$ cat src/sv/cmp_pkg.sv
// shared types, codes and decode functions of the coap message parser
`timescale 1ns / 1ps
`default_nettype none
package cmp_pkg;

  typedef enum logic [2:0] {
    PH_HEADER  = 3'd0,
    PH_TOKEN   = 3'd1,
    PH_OPTION  = 3'd2,
    PH_VALUE   = 3'd3,
    PH_PAYLOAD = 3'd4,
    PH_SKIP    = 3'd5,
    PH_MARKER  = 3'd6
  } phase_t;

  // result kinds
  localparam logic [2:0] KIND_HEADER  = 3'd0;
  localparam logic [2:0] KIND_TOKEN   = 3'd1;
  localparam logic [2:0] KIND_OPT     = 3'd2;
  localparam logic [2:0] KIND_OPT_VAL = 3'd3;
  localparam logic [2:0] KIND_PAYLOAD = 3'd4;
  localparam logic [2:0] KIND_DONE    = 3'd5;

  // status codes
  localparam logic [2:0] ST_OK          = 3'd0;
  localparam logic [2:0] ST_BAD_VERSION = 3'd1;
  localparam logic [2:0] ST_BAD_TKL     = 3'd2;
  localparam logic [2:0] ST_BAD_CODE    = 3'd3;
  localparam logic [2:0] ST_BAD_OPTION  = 3'd4;
  localparam logic [2:0] ST_TRUNCATED   = 3'd5;

  // code classes
  localparam logic [2:0] CLASS_REQ        = 3'd0;
  localparam logic [2:0] CLASS_SUCCESS    = 3'd2;
  localparam logic [2:0] CLASS_CLIENT_ERR = 3'd4;
  localparam logic [2:0] CLASS_SERVER_ERR = 3'd5;

  localparam logic [1:0] PROTO_VER      = 2'd1;
  localparam logic [1:0] TYPE_RST       = 2'd3;
  localparam logic [3:0] MAX_TKL        = 4'd8;
  localparam logic [7:0] PAYLOAD_MARKER = 8'hFF;
  // allowed option numbers 1,3,4,5,6,7,8,11,12,14,15,17
  localparam logic [31:0] OPTION_SET_MASK = 32'h0002_D9FA;

  localparam int RES_DEPTH_DEF = 4;

  typedef struct packed {
    logic [2:0]  kind;
    logic [7:0]  data_byte;
    logic [7:0]  opt_num;
    logic [3:0]  opt_len;
    logic [1:0]  msg_type;
    logic [3:0]  tok_len;
    logic [7:0]  code;
    logic [15:0] message_id;
    logic [2:0]  status;
    logic        last;
  } result_t;

  // status of the decode stage seen by the top level
  typedef struct packed {
    phase_t     phase;
    logic [1:0] res_cnt;
  } step_stat_t;

  function automatic logic code_ok(input logic [7:0] c);
    logic [2:0] cls;
    logic [4:0] det;
    logic       ok;
    cls = c[7:5];
    det = c[4:0];
    case (cls)
      CLASS_REQ:        ok = (det <= 5'd7);
      CLASS_SUCCESS:    ok = (det inside {[5'd1:5'd5]});
      CLASS_CLIENT_ERR,
      CLASS_SERVER_ERR: ok = (det <= 5'd4);
      default:          ok = 1'b0;
    endcase
    return ok;
  endfunction

  function automatic logic option_ok(input logic [7:0] num);
    return (num[7:5] == 3'd0) && OPTION_SET_MASK[num[4:0]];
  endfunction

endpackage
`default_nettype wire

$ cat src/sv/cmp_if.sv
// valid/ready channel interfaces for input words and result words
`timescale 1ns / 1ps
`default_nettype none
interface cmp_in_if;
  logic       valid;
  logic       ready;
  logic [7:0] byte_in;
  logic       end_of_message;

  modport source (output valid, output byte_in, output end_of_message, input ready);
  modport sink (input valid, input byte_in, input end_of_message, output ready);
endinterface

interface cmp_out_if;
  logic        valid;
  logic        ready;
  logic [2:0]  kind;
  logic [7:0]  data_byte;
  logic [7:0]  opt_num;
  logic [3:0]  opt_len;
  logic [1:0]  msg_type;
  logic [3:0]  tok_len;
  logic [7:0]  code;
  logic [15:0] message_id;
  logic [2:0]  status;
  logic        last;

  modport source (output valid, output kind, output data_byte, output opt_num,
                  output opt_len, output msg_type, output tok_len,
                  output code, output message_id, output status, output last,
                  input ready);
  modport sink (input valid, input kind, input data_byte, input opt_num,
                input opt_len, input msg_type, input tok_len,
                input code, input message_id, input status, input last,
                output ready);
endinterface
`default_nettype wire

$ cat src/sv/cmp_step.sv
// per-byte decode: parser state and the up to two results of one word
`timescale 1ns / 1ps
`default_nettype none
module cmp_step (
  input  wire                  clk,
  input  wire                  rst_n,
  input  wire                  accept,
  input  wire [7:0]            byte_in,
  input  wire                  end_of_message,
  output cmp_pkg::result_t     res0,
  output cmp_pkg::result_t     res1,
  output cmp_pkg::step_stat_t  stat
);
  import cmp_pkg::*;

  phase_t     phase_r, phase_nxt;
  logic [3:0] byte_cnt_r, byte_cnt_nxt;
  logic [7:0] fhb_r, fhb_nxt;
  logic [7:0] code_r, code_nxt;
  logic [7:0] idh_r, idh_nxt;
  logic [7:0] opt_r, opt_nxt;
  logic [3:0] vrem_r, vrem_nxt;

  always_ff @(posedge clk) begin
    if (!rst_n) begin
      phase_r    <= PH_HEADER;
      byte_cnt_r <= '0;
      fhb_r      <= '0;
      code_r     <= '0;
      idh_r      <= '0;
      opt_r      <= '0;
      vrem_r     <= '0;
    end else if (accept) begin
      phase_r    <= phase_nxt;
      byte_cnt_r <= byte_cnt_nxt;
      fhb_r      <= fhb_nxt;
      code_r     <= code_nxt;
      idh_r      <= idh_nxt;
      opt_r      <= opt_nxt;
      vrem_r     <= vrem_nxt;
    end
  end

  result_t    p, q;
  logic       pv, qv;
  logic [3:0] tkl;
  logic [1:0] typ;
  logic [2:0] hst;
  logic [7:0] num;
  logic [3:0] tok_cnt;
  logic [3:0] vrem_dec;

  always_comb begin
    phase_nxt    = phase_r;
    byte_cnt_nxt = byte_cnt_r;
    fhb_nxt      = fhb_r;
    code_nxt     = code_r;
    idh_nxt      = idh_r;
    opt_nxt      = opt_r;
    vrem_nxt     = vrem_r;
    p  = '0;
    q  = '0;
    pv = 1'b0;
    qv = 1'b0;

    tkl      = fhb_r[3:0];
    typ      = fhb_r[5:4];
    num      = opt_r + {4'd0, byte_in[7:4]};
    tok_cnt  = byte_cnt_r + 4'd1;
    vrem_dec = vrem_r - 4'd1;

    if (fhb_r[7:6] != PROTO_VER) begin
      hst = ST_BAD_VERSION;
    end else if (tkl > MAX_TKL) begin
      hst = ST_BAD_TKL;
    end else if (!code_ok(code_r)) begin
      hst = ST_BAD_CODE;
    end else begin
      hst = ST_OK;
    end

    case (phase_r)
      PH_HEADER: begin
        case (byte_cnt_r)
          4'd0: begin
            fhb_nxt      = byte_in;
            byte_cnt_nxt = 4'd1;
          end
          4'd1: begin
            code_nxt     = byte_in;
            byte_cnt_nxt = 4'd2;
          end
          4'd2: begin
            idh_nxt      = byte_in;
            byte_cnt_nxt = 4'd3;
          end
          default: begin
            byte_cnt_nxt = 4'd0;
            pv           = 1'b1;
            if (hst != ST_OK) begin
              p.kind    = KIND_DONE;
              p.status  = hst;
              phase_nxt = PH_SKIP;
            end else begin
              p.kind       = KIND_HEADER;
              p.msg_type   = typ;
              p.tok_len    = tkl;
              p.code       = code_r;
              p.message_id = {idh_r, byte_in};
              if (typ == TYPE_RST) begin
                // reset message closes right after its header
                qv        = 1'b1;
                q.kind    = KIND_DONE;
                q.status  = ST_OK;
                phase_nxt = PH_SKIP;
              end else begin
                phase_nxt = (tkl != 4'd0) ? PH_TOKEN : PH_OPTION;
              end
            end
          end
        endcase
      end
      PH_TOKEN: begin
        pv           = 1'b1;
        p.kind       = KIND_TOKEN;
        p.data_byte  = byte_in;
        byte_cnt_nxt = tok_cnt;
        if (tok_cnt >= tkl) begin
          byte_cnt_nxt = 4'd0;
          phase_nxt    = PH_OPTION;
        end
      end
      PH_OPTION: begin
        if (byte_in == PAYLOAD_MARKER) begin
          phase_nxt = PH_MARKER;
        end else begin
          opt_nxt = num;
          pv      = 1'b1;
          if (!option_ok(num)) begin
            p.kind    = KIND_DONE;
            p.status  = ST_BAD_OPTION;
            phase_nxt = PH_SKIP;
          end else begin
            p.kind    = KIND_OPT;
            p.opt_num = num;
            p.opt_len = byte_in[3:0];
            vrem_nxt  = byte_in[3:0];
            phase_nxt = (byte_in[3:0] != 4'd0) ? PH_VALUE : PH_OPTION;
          end
        end
      end
      PH_VALUE: begin
        pv          = 1'b1;
        p.kind      = KIND_OPT_VAL;
        p.data_byte = byte_in;
        p.opt_num   = opt_r;
        vrem_nxt    = vrem_dec;
        if (vrem_dec == 4'd0) begin
          phase_nxt = PH_OPTION;
        end
      end
      PH_MARKER, PH_PAYLOAD: begin
        pv          = 1'b1;
        p.kind      = KIND_PAYLOAD;
        p.data_byte = byte_in;
        phase_nxt   = PH_PAYLOAD;
      end
      default: begin
      end
    endcase

    if (end_of_message) begin
      if (phase_nxt != PH_SKIP) begin
        qv     = 1'b1;
        q.kind = KIND_DONE;
        // ending inside header, token, option value or just after the marker
        q.status = (phase_nxt inside {PH_HEADER, PH_TOKEN, PH_VALUE, PH_MARKER}) ?
                   ST_TRUNCATED : ST_OK;
      end
      phase_nxt    = PH_HEADER;
      byte_cnt_nxt = 4'd0;
      opt_nxt      = 8'd0;
      vrem_nxt     = 4'd0;
    end

    // pack results so that the first valid one sits in slot 0
    res0 = pv ? p : q;
    res1 = q;
    stat.phase   = phase_r;
    stat.res_cnt = {1'b0, pv} + {1'b0, qv};
    if (pv && qv) begin
      res1.last = 1'b1;
    end else begin
      res0.last = 1'b1;
    end
  end

endmodule
`default_nettype wire

$ cat src/sv/cmp_res_fifo.sv
// result queue: takes up to two results a cycle, hands out one
`timescale 1ns / 1ps
`default_nettype none
module cmp_res_fifo #(
  parameter int DEPTH = cmp_pkg::RES_DEPTH_DEF
) (
  input  wire                            clk,
  input  wire                            rst_n,
  input  wire [1:0]                      push_n,
  input  cmp_pkg::result_t               d0,
  input  cmp_pkg::result_t               d1,
  output logic                           room,
  output logic                           out_valid,
  input  wire                            out_ready,
  output cmp_pkg::result_t               out_res,
  output logic [$clog2(DEPTH+1)-1:0]     level
);
  import cmp_pkg::*;

  localparam int PW = (DEPTH > 1) ? $clog2(DEPTH) : 1;
  localparam int LW = $clog2(DEPTH + 1);
  localparam logic [PW-1:0] LAST_IDX = PW'(DEPTH - 1);

  result_t         mem_r [DEPTH];
  logic [PW-1:0]   wp_r, wp_nxt, rp_r, rp_nxt, wp_1;
  logic [LW-1:0]   cnt_r, cnt_nxt;
  logic            pop;

  always_comb begin
    wp_1    = (wp_r == LAST_IDX) ? '0 : wp_r + PW'(1);
    pop     = out_valid && out_ready;
    wp_nxt  = wp_r;
    rp_nxt  = rp_r;
    if (push_n == 2'd1) begin
      wp_nxt = wp_1;
    end else if (push_n == 2'd2) begin
      wp_nxt = (wp_1 == LAST_IDX) ? '0 : wp_1 + PW'(1);
    end
    if (pop) begin
      rp_nxt = (rp_r == LAST_IDX) ? '0 : rp_r + PW'(1);
    end
    cnt_nxt = cnt_r + LW'(push_n) - LW'(pop);
  end

  always_ff @(posedge clk) begin
    if (!rst_n) begin
      wp_r  <= '0;
      rp_r  <= '0;
      cnt_r <= '0;
    end else begin
      wp_r  <= wp_nxt;
      rp_r  <= rp_nxt;
      cnt_r <= cnt_nxt;
    end
  end

  always_ff @(posedge clk) begin
    if (push_n != 2'd0) begin
      mem_r[wp_r] <= d0;
    end
    if (push_n == 2'd2) begin
      mem_r[wp_1] <= d1;
    end
  end

  // room for the worst case of two results from the next word
  assign room      = (cnt_r <= LW'(DEPTH - 2));
  assign out_valid = (cnt_r != '0);
  assign out_res   = mem_r[rp_r];
  assign level     = cnt_r;

endmodule
`default_nettype wire

$ cat src/sv/coap_message_parser_top.sv
// top level of the coap message parser: byte channel in, record channel out
//
// usage
//   in_ch carries one message byte per word, end_of_message set on the final
//   byte. out_ch carries records: header, token byte, option start, option
//   value byte, payload byte and a done record with the message status.
//   last marks the final record caused by one input word.
// decode and throughput
//   a word is decoded in the cycle it is accepted; its records pass through
//   the result queue to out_ch in order, a second record (done after header
//   or after an end-of-message byte) following the first. one word per cycle
//   is taken as long as the result queue has two free slots; out_ch drains
//   one record per cycle while ready; two-record words set the sustained rate.
// reset
//   rst_n low returns the parser to the header phase and empties the queue.
// stall
//   when out_ch is held off, up to RES_DEPTH records wait in the queue and
//   in_ch ready drops once fewer than two slots are free. nothing is lost.
`timescale 1ns / 1ps
`default_nettype none
module coap_message_parser_top #(
  parameter int RES_DEPTH = cmp_pkg::RES_DEPTH_DEF
) (
  input  wire          clk,
  input  wire          rst_n,
  cmp_in_if.sink       in_ch,
  cmp_out_if.source    out_ch
);
  import cmp_pkg::*;

  localparam int LW = $clog2(RES_DEPTH + 1);

  // word handshake on the input side
  logic            in_accept;
  result_t         res0, res1;
  step_stat_t      stat;
  logic            room;
  logic            out_valid;
  result_t         out_res;
  logic [LW-1:0]   level;
  logic [1:0]      push_n;

  assign in_accept = in_ch.valid && in_ch.ready;
  assign in_ch.ready = room;
  assign push_n = in_accept ? stat.res_cnt : 2'd0;

  // byte decode and parser state
  cmp_step u_step (
    .clk            (clk),
    .rst_n          (rst_n),
    .accept         (in_accept),
    .byte_in        (in_ch.byte_in),
    .end_of_message (in_ch.end_of_message),
    .res0           (res0),
    .res1           (res1),
    .stat           (stat)
  );

  // records wait here until out_ch takes them
  cmp_res_fifo #(
    .DEPTH (RES_DEPTH)
  ) u_fifo (
    .clk       (clk),
    .rst_n     (rst_n),
    .push_n    (push_n),
    .d0        (res0),
    .d1        (res1),
    .room      (room),
    .out_valid (out_valid),
    .out_ready (out_ch.ready),
    .out_res   (out_res),
    .level     (level)
  );

  // unpack the head record onto the output channel
  assign out_ch.valid      = out_valid;
  assign out_ch.kind       = out_res.kind;
  assign out_ch.data_byte  = out_res.data_byte;
  assign out_ch.opt_num    = out_res.opt_num;
  assign out_ch.opt_len    = out_res.opt_len;
  assign out_ch.msg_type   = out_res.msg_type;
  assign out_ch.tok_len    = out_res.tok_len;
  assign out_ch.code       = out_res.code;
  assign out_ch.message_id = out_res.message_id;
  assign out_ch.status     = out_res.status;
  assign out_ch.last       = out_res.last;

`ifndef SYNTHESIS
  // every end of message brings the parser back to the header phase
  a_eom_header: assert property (@(posedge clk) disable iff (!rst_n)
    in_accept && in_ch.end_of_message |=> stat.phase == PH_HEADER)
    else $error("parser not in header phase after end of message");

  // queue never holds more than its depth
  a_level: assert property (@(posedge clk) disable iff (!rst_n)
    level <= LW'(RES_DEPTH))
    else $error("result queue overflow");

  // a second record from one word is always a done record
  a_second_done: assert property (@(posedge clk) disable iff (!rst_n)
    in_accept && stat.res_cnt == 2'd2 |-> res1.kind == KIND_DONE)
    else $error("second record of a word is not done");

  // pushed records show up as queue content
  a_push_visible: assert property (@(posedge clk) disable iff (!rst_n)
    push_n != 2'd0 |=> out_valid)
    else $error("pushed record missing from queue");
`endif

endmodule
`default_nettype wire

$ cat src/flat_wrapper.sv
// flat-port wrapper written by rule: the top's interface ports become plain ports
module coap_message_parser_top_flat import cmp_pkg::*;
#(
  parameter int RES_DEPTH = cmp_pkg::RES_DEPTH_DEF
)
  (clk, rst_n, in_ch_valid, in_ch_byte_in, in_ch_end_of_message, in_ch_ready, out_ch_valid, out_ch_kind, out_ch_data_byte, out_ch_opt_num, out_ch_opt_len, out_ch_msg_type, out_ch_tok_len, out_ch_code, out_ch_message_id, out_ch_status, out_ch_last, out_ch_ready);
  cmp_in_if in_ch_i ();
  cmp_out_if out_ch_i ();
  input  wire clk;
  input  wire rst_n;
  input wire logic [$bits(in_ch_i.valid)-1:0] in_ch_valid;
  input wire logic [$bits(in_ch_i.byte_in)-1:0] in_ch_byte_in;
  input wire logic [$bits(in_ch_i.end_of_message)-1:0] in_ch_end_of_message;
  output wire logic [$bits(in_ch_i.ready)-1:0] in_ch_ready;
  output wire logic [$bits(out_ch_i.valid)-1:0] out_ch_valid;
  output wire logic [$bits(out_ch_i.kind)-1:0] out_ch_kind;
  output wire logic [$bits(out_ch_i.data_byte)-1:0] out_ch_data_byte;
  output wire logic [$bits(out_ch_i.opt_num)-1:0] out_ch_opt_num;
  output wire logic [$bits(out_ch_i.opt_len)-1:0] out_ch_opt_len;
  output wire logic [$bits(out_ch_i.msg_type)-1:0] out_ch_msg_type;
  output wire logic [$bits(out_ch_i.tok_len)-1:0] out_ch_tok_len;
  output wire logic [$bits(out_ch_i.code)-1:0] out_ch_code;
  output wire logic [$bits(out_ch_i.message_id)-1:0] out_ch_message_id;
  output wire logic [$bits(out_ch_i.status)-1:0] out_ch_status;
  output wire logic [$bits(out_ch_i.last)-1:0] out_ch_last;
  input wire logic [$bits(out_ch_i.ready)-1:0] out_ch_ready;
  assign in_ch_i.valid = in_ch_valid;
  assign in_ch_i.byte_in = in_ch_byte_in;
  assign in_ch_i.end_of_message = in_ch_end_of_message;
  assign in_ch_ready = in_ch_i.ready;
  assign out_ch_valid = out_ch_i.valid;
  assign out_ch_kind = out_ch_i.kind;
  assign out_ch_data_byte = out_ch_i.data_byte;
  assign out_ch_opt_num = out_ch_i.opt_num;
  assign out_ch_opt_len = out_ch_i.opt_len;
  assign out_ch_msg_type = out_ch_i.msg_type;
  assign out_ch_tok_len = out_ch_i.tok_len;
  assign out_ch_code = out_ch_i.code;
  assign out_ch_message_id = out_ch_i.message_id;
  assign out_ch_status = out_ch_i.status;
  assign out_ch_last = out_ch_i.last;
  assign out_ch_i.ready = out_ch_ready;
  coap_message_parser_top #(.RES_DEPTH(RES_DEPTH)) u_core (.clk(clk), .rst_n(rst_n), .in_ch(in_ch_i), .out_ch(out_ch_i));
endmodule
$ cat config.mk
export PLATFORM = sky130hd
export DESIGN_NAME = coap_message_parser_top_flat
export DESIGN_NICKNAME = d
export VERILOG_FILES = /design/src/sv/cmp_pkg.sv /design/src/sv/cmp_if.sv /design/src/sv/cmp_step.sv /design/src/sv/cmp_res_fifo.sv /design/src/sv/coap_message_parser_top.sv /design/src/flat_wrapper.sv
export SDC_FILE = /design/constraint.sdc
export NUM_CORES = 1
export LEC_CHECK = 0
export ABC_CLOCK_PERIOD_IN_PS = 25700
export BUFFER_PORTS_ARGS = -buffer_cell sky130_fd_sc_hd__buf_2
export CAP_MARGIN = 10
export CORE_ASPECT_RATIO = 0.75
export CORE_MARGIN = 2
export CORE_UTILIZATION = 60
export CTS_CLUSTER_DIAMETER = 100
export DETAILED_ROUTE_END_ITERATION = 6
export GPL_TIMING_DRIVEN = 0
export HOLD_SLACK_MARGIN = 0.05
export PLACE_DENSITY = 0.78
export SLEW_MARGIN = 20
export SYNTH_ARGS = -nofsm -noshare
export SYNTH_HDL_FRONTEND = slang
export SYNTH_HIERARCHICAL = 1
export SYNTH_SLANG_ARGS = --single-unit
$ cat constraint.sdc
create_clock -name clk -period 25.7 [get_ports clk]
set_input_delay 1.285 -clock clk [delete_from_list [all_inputs] [get_ports clk]]
set_output_delay 1.285 -clock clk [all_outputs]
set_load 0.02 [all_outputs]
## Word level (Yosys, flattened, before mapping)

Memory sizes are Yosys's and may differ from the RTL's. A register that Yosys moved wholly into a read port is not among the register bits.
Index checks and enable logic that the tools add are counted.

| operators by class | value |
|---|---|
| add/sub/neg operators | 9 |
| $lt $le $gt $ge | 8 |
| equality and inequality tests | 25 |
| multiplexer cells | 79 |
| reduce and logical (&&, ||, !) cells | 31 |

Operators with widths:

| operator | number |
|---|---|
| $mux W3 | 24 |
| $mux W30 | 2 |
| $mux W57 | 1 |
| $mux W33 | 1 |
| $mux W8 | 4 |
| $pmux W3 S5 | 2 |
| $mux W12 | 2 |
| $mux W2 | 12 |
| $mux W4 | 6 |
| $mux W1 | 18 |
| $pmux W4 S2 | 2 |
| $pmux W8 S2 | 1 |
| $eq A3 B3 Y1 const B | 5 |
| $le A5 B3 Y1 const B | 3 |
| $eq A3 B2 Y1 const B | 4 |
| $logic_not A3 Y1 | 4 |
| $reduce_and A3 Y1 | 4 |
| $reduce_bool A3 Y1 | 4 |
| $reduce_bool A4 Y1 | 3 |
| $eq A2 B2 Y1 const B | 5 |
| $ne A3 B3 Y1 const B | 3 |
| $add A8 B4 Y8 | 1 |
| $eq A8 B8 Y1 const B | 1 |
| $logic_not A4 Y1 | 2 |
| 27 further kinds | 38 |

| word-level totals | value |
|---|---|
| register bits | 50 |
| bits in writable memories | 228 |
| memory bits (read-only) | 32 |
| bits of input ports | 13 |
| output and inout port bits | 59 |
| logic and storage cells | 164 |
| memories kept | 2 |

Memory list:

| memory | words | bits a word | read ports | clocked after memory_dff | wr ports | line | RTL |
|---|---|---|---|---|---|---|---|
| u_core.u_fifo.mem_r | 4 | 57 | 1 | 1 | 2 | cmp_res_fifo.sv:24 | `result_t mem_r [DEPTH];` |
| (name not given) | 32 | 1 | 1 | 0 | 0 | cmp_pkg.sv:83 | `return (num[7:5] == 3'd0) && OPTION_SET_MASK[num[4:0]];` |

## Depth between registers and ports, before layout

| logic depth | value |
|---|---|
| depth in word-level cells | 20 |
| depth in mapped cells | 23 |
| depth with buffers taken out | 23 |

## Cells and area by module

The synthesis kept the hierarchy.

Modules (own cells, without submodules):

| module | times used | cells an instance | area an instance (um2) | sequential area each (um2) |
|---|---|---|---|---|
| cmp_res_fifo | 1 | 620 | 11880.1 | 7026.7 |
| cmp_step | 1 | 500 | 3739.8 | 860.8 |
| coap_message_parser_top | 1 | 3 | 18.8 | 0.0 |

## Worst setup path after synthesis

Ideal clock, no wire load.

| timing path | value |
|---|---|
| path kind | input to register |
| start point | input in_ch_byte_in[4] |
| end point | memory u_core/u_fifo/mem_r[0][0] in the netlist's numbering (enable) |
| library setup time | 0.551 ns |
| data arrival time | 8.489 ns |
| data required time | 25.149 ns |
| setup slack | 16.661 ns |
| cell stages on the path | 19 |
| path buffers | 1 |
| cells stage by stage | ha_1 > fa_1 > inv_1 > ha_1 > and4b_1 > a31o_1 > nor3_2 > o2bb2ai_2 > a211oi_1 > o21ai_1 > and4_1 > o22a_1 > inv_1 > ha_1 > buf_4 > and3_1 > inv_1 > ha_1 > o21ai_0 |

RTL lines:

| item | line | RTL |
|---|---|---|
| start: declaration | flat_wrapper.sv:12 | `input wire logic [$bits(in_ch_i.byte_in)-1:0] in_ch_byte_in;` |
| end: declaration | cmp_res_fifo.sv:24 |  |

==> key figures <==
Synth
  – Main combinational cell family by area after synthesis: multiplexers
  – Synth Cell Area: ~0.016 mm²
  – Fraction of registers with async set/reset: 0%
  – Register area share after synthesis: around half
  – Warning count from the yosys run: 6
  – Post-synthesis xor/xnor area fraction: less than 1%
  – Top cells by area, synth: edfxtp_1, mux2_2, mux4_2, mux2_4, dfxtp_1
  – Mapped Cells: 1,123
  – Compound-cell area share of the yosys netlist: 5.87%
  – Adder-cell share of the synthesized area: a little under 3%
  – Post-synthesis mux area share: 26.5%
  – Simple-Gate Fraction of Synth Area: slightly below 8%
  – Share of the synthesized area in the top cell type: 43.8%
  – Synth cell types: 72
  – Register bit total from synthesis: 280
  – Top cell type by total area after synthesis: edfxtp_1
  – Post-synth EDFFs: 228
  – Syn_area_per_cell: 13.9 µm²
  – Post-synth top flop: edfxtp_1

Hold path
  – HP Class: flop to flop
  – HP Start: u_core/u_step/idh_r[5]$_SDFFE_PN0P_
  – Hold endpoint: u_core/u_step/idh_r[5]$_SDFFE_PN0P_
  – Worst Hold Depth: 2

Die
  – # IOs: 72
  – Die width: around 190 µm
  – Cell Rows: around 50
  – Die ar.: between 0.02 and 0.03 mm²
  – Die Y-Extent: about 140 µm
  – Initial Util: 60.7%
  – Area of the core: 0.0258 mm²

Placement
  – Post-DP Area: about 0.017 mm²
  – Port bufs: 67
  – Final GP Congestion: between 0.9 and 1
  – Hpwl dp: 24,400 µm
  – Placed cell count: roughly 1,600

Layout
  – Layout cells sized above 1: around two fifths
  – Register Area: approximately 0.008 mm²
  – Most common cell after layout, fill and taps aside: edfxtp_1
  – Area of the multi-input gates: 0.00706 mm²
  – Non-Filler Instances: approximately 1,700
  – Commonest cells after routing, fill and taps aside: edfxtp_1, mux2_2, buf_2, mux2_4, buf_4
  – # diodes: 0
  – NumNets Final: approximately 1,300
  – Area added between synthesis and finish: 14.2%
  – Fill cells: between 1,500 and 2,000
  – Design area: between 0.015 and 0.02 mm²

Timing
  – Tcrit/Tclk final: ~26%
  – Hold Fails Final Rpt: 0
  – Slew HR: 39.4%
  – Final setup viols: 0
  – RSZ-0062 raised after global routing: no
  – Clk_skew: 0.0126 ns
  – Maximum clock rate: between 150 and 200 MHz
  – Crit path time final: roughly 6.6 ns
  – Final slew viol count: 0
  – Total Neg Setup Slack: 0 ns
  – Worst-margin pin slew: about 0.90 ns

Setup path
  – Data required, critical path: around 26 ns
  – Critical Path Start: in_ch_byte_in[4]
  – R2r startpoint: u_core/u_step/opt_r[0]$_SDFFE_PN0P_
  – Critical Path Sink Type: flop
  – Crit Path Category: input pin to flop
  – R2R Setup Slk: 19.78 ns
  – Critical path fanouts, max: 19
  – Critical path launch point type: input pin
  – RR Endpoint: u_core/u_fifo/mem_r[0][18]$_DFFE_PP_
  – R2R cell count: 23
  – Worst Path Arrival: 6.81 ns

GRT
  – GRT Resource Usage Total: roughly 27%
  – GRT overflow: 0
  – Vias in the first global route: around 10,000
  – Initial antenna violation count: 2
  – Largest net degree at the start of global routing: 21
  – First-pass GRT wire length: approximately 56,000 µm

Power
  – Sw Pwr: 405 µW
  – Leak: ~0.0070 µW
  – Int Pwr: 938 µW
  – Sequential Power Share: around two fifths
  – Power share of the combinational group: around 29%
  – Worst VDD drop: a little under 0.06 mV
  – Switching share of power: a little under a third
  – Clk pwr share: 29.5%
  – PD cells: between 70 and 80 mW/mm²

Route
  – Per-cell routed wire length: between 20 and 25 µm
  – Remaining antenna violation count: 0
  – Total wire length: approximately 36,000 µm
  – Via count: around 9,800
  – Via density: roughly 6
  – Initial drt markers: ~1,100
  – DR DRC count: 0
  – TritonRoute pass-1 iters: 5

Run status
  – Status: complete, no violations

Clocking
  – Sink Count: 280
  – Post-CTS Setup Inserts: 0
  – Clk_lat worst skew: around 0.54 ns
  – CTS Buf Count: 28
  – H-tree levels: 1
  – Cts hold-fix bufs: 0
  – CTS tree: yes
  – CTS root buf: clkbuf_16
  – Post-cts sizing count: 0
  – Clk buf depth: 3
  – Worst-path clk slew: roughly 0.06 ns

Job
  – Max-cap violations: 0
-- synth_stat cells (3+ instances only) --
master	n
a41oi_1	3
edfxtp_1	228
mux2_4	76
nor2_1	42
buf_2	22
buf_4	60
a32oi_1	3
nor3_2	3
clkbuf_1	19
a22oi_1	8
o22ai_1	4
mux4_2	57
xnor2_1	6
nand2_2	5
a31oi_1	3
dfxtp_1	52
ha_1	34
inv_1	34
a21oi_1	46
and2_1	41
buf_6	16
and3_1	12
a311oi_1	3
nand2_1	56
o31ai_1	5
nor3_1	11
a21oi_2	3
nand2b_1	5
nand3_1	36
nand4_1	5
mux2_2	152
nor2b_1	3
nor4_1	3
o21ai_0	17
o21a_1	3
-- registers in the layout, indices dropped and copies added, names as in the netlist, named ones only --
| register | flops |
|---|---|
| u_core/u_step/vrem_r | 4 |
| u_core/u_step/phase_r | 3 |
| u_core/u_fifo/rp_r | 2 |
| u_core/u_step/fhb_r | 8 |
| u_core/u_fifo/level | 3 |
| u_core/u_fifo/mem_r | 228 |
| u_core/u_step/opt_r | 8 |
| u_core/u_step/idh_r | 8 |
| u_core/u_step/code_r | 8 |
| u_core/u_fifo/wp_r | 2 |
| u_core/u_step/byte_cnt_r | 4 |
-- worst max-delay path by stage --
stage / slack, ns / to / cells past startpoint
after floorplan: 16.66 / u_core/u_fifo/mem_r[0][0]$_DFFE_PP_ / 19
after global placement: 12.19 / u_core/u_fifo/mem_r[2][39]$_DFFE_PP_ / 20
after detailed placement: 18.74 / u_core/u_fifo/mem_r[0][23]$_DFFE_PP_ / 24
after CTS: 19.27 / u_core/u_fifo/mem_r[0][9]$_DFFE_PP_ / 24
after global routing: 18.93 / u_core/u_fifo/mem_r[3][30]$_DFFE_PP_ / 24
final: 19.13 / u_core/u_fifo/mem_r[0][18]$_DFFE_PP_ / 24
-- area by class of cell --
class                      instances  share of cell area (%)
buffer                           117                    4.55
tap                              344                    2.41
multi-input combinational        745                    39.5
sequential                       280                    44.2
clock buffer                      43                    4.76
timing repair buffer              79                    3.66
clock inverter                     9                   0.224
inverter                          34                   0.715
-- critical path: stages --
cell and delay (ns):
buf_2 0.23, ha_1 0.29, fa_1 0.49, inv_1 0.11, ha_1 0.19, inv_1 0.08
o41ai_1 0.42, nor3_2 0.09, o2bb2ai_2 0.32, a31oi_1 0.16, o22ai_1 0.25, and4_1 0.25
o22a_1 0.19, inv_1 0.12, ha_1 0.37, and3_1 0.22, inv_1 0.11, ha_1 0.31
nand2_2 0.19, buf_6 0.21, buf_6 0.19, o21ai_4 0.27, buf_16 0.24, buf_16 0.19
-- power groups by stage --
| stage | logic, µW | clock network (µW) | registers (µW) |
|---|---|---|---|
| floorplan | 269 | 0 | 568 |
| global placement | 362 | 0 | 580 |
| detailed placement | 387 | 0 | 568 |
| CTS | 389 | 400 | 559 |
| global route | 419 | 414 | 562 |
| finish | 389 | 396 | 558 |
-- per-layer routing --
layer | vias to the layer above | global-route usage [%] | part of all wire, %
met5 | - | 0 | 0
met4 | 0 | 6.61 | 2.3
met3 | 63 | 4.44 | 8.3
met2 | 395 | 43.1 | 46
met1 | 4841 | 38.7 | 43
li1 | 4506 | - | -
-- per-stage QoR --
stage / setup slack, ns / hold WS [ns] / total power [µW] / utilization (%)
after floorplan: 16.66 / 0.431 / 838 / -
after global placement: 12.19 / 0.442 / 942 / 64.4
after detailed placement: 18.74 / 0.450 / 955 / 65.8
after CTS: 19.27 / 0.459 / 1350 / 69.3
after global routing: 18.93 / 0.483 / 1390 / 69.3
final: 19.13 / 0.457 / 1340 / 69.3
-- kinds of logic after synthesis --
family,after synthesis
buffers and inverters,151
adders and majority gates,36
muxes,286
AOI/OAI and AO/OA,128
DFF,280
xor gates and xnor gates,8
and+or+nand+nor,233
other,1
Power figures use the tool's default switching activity.
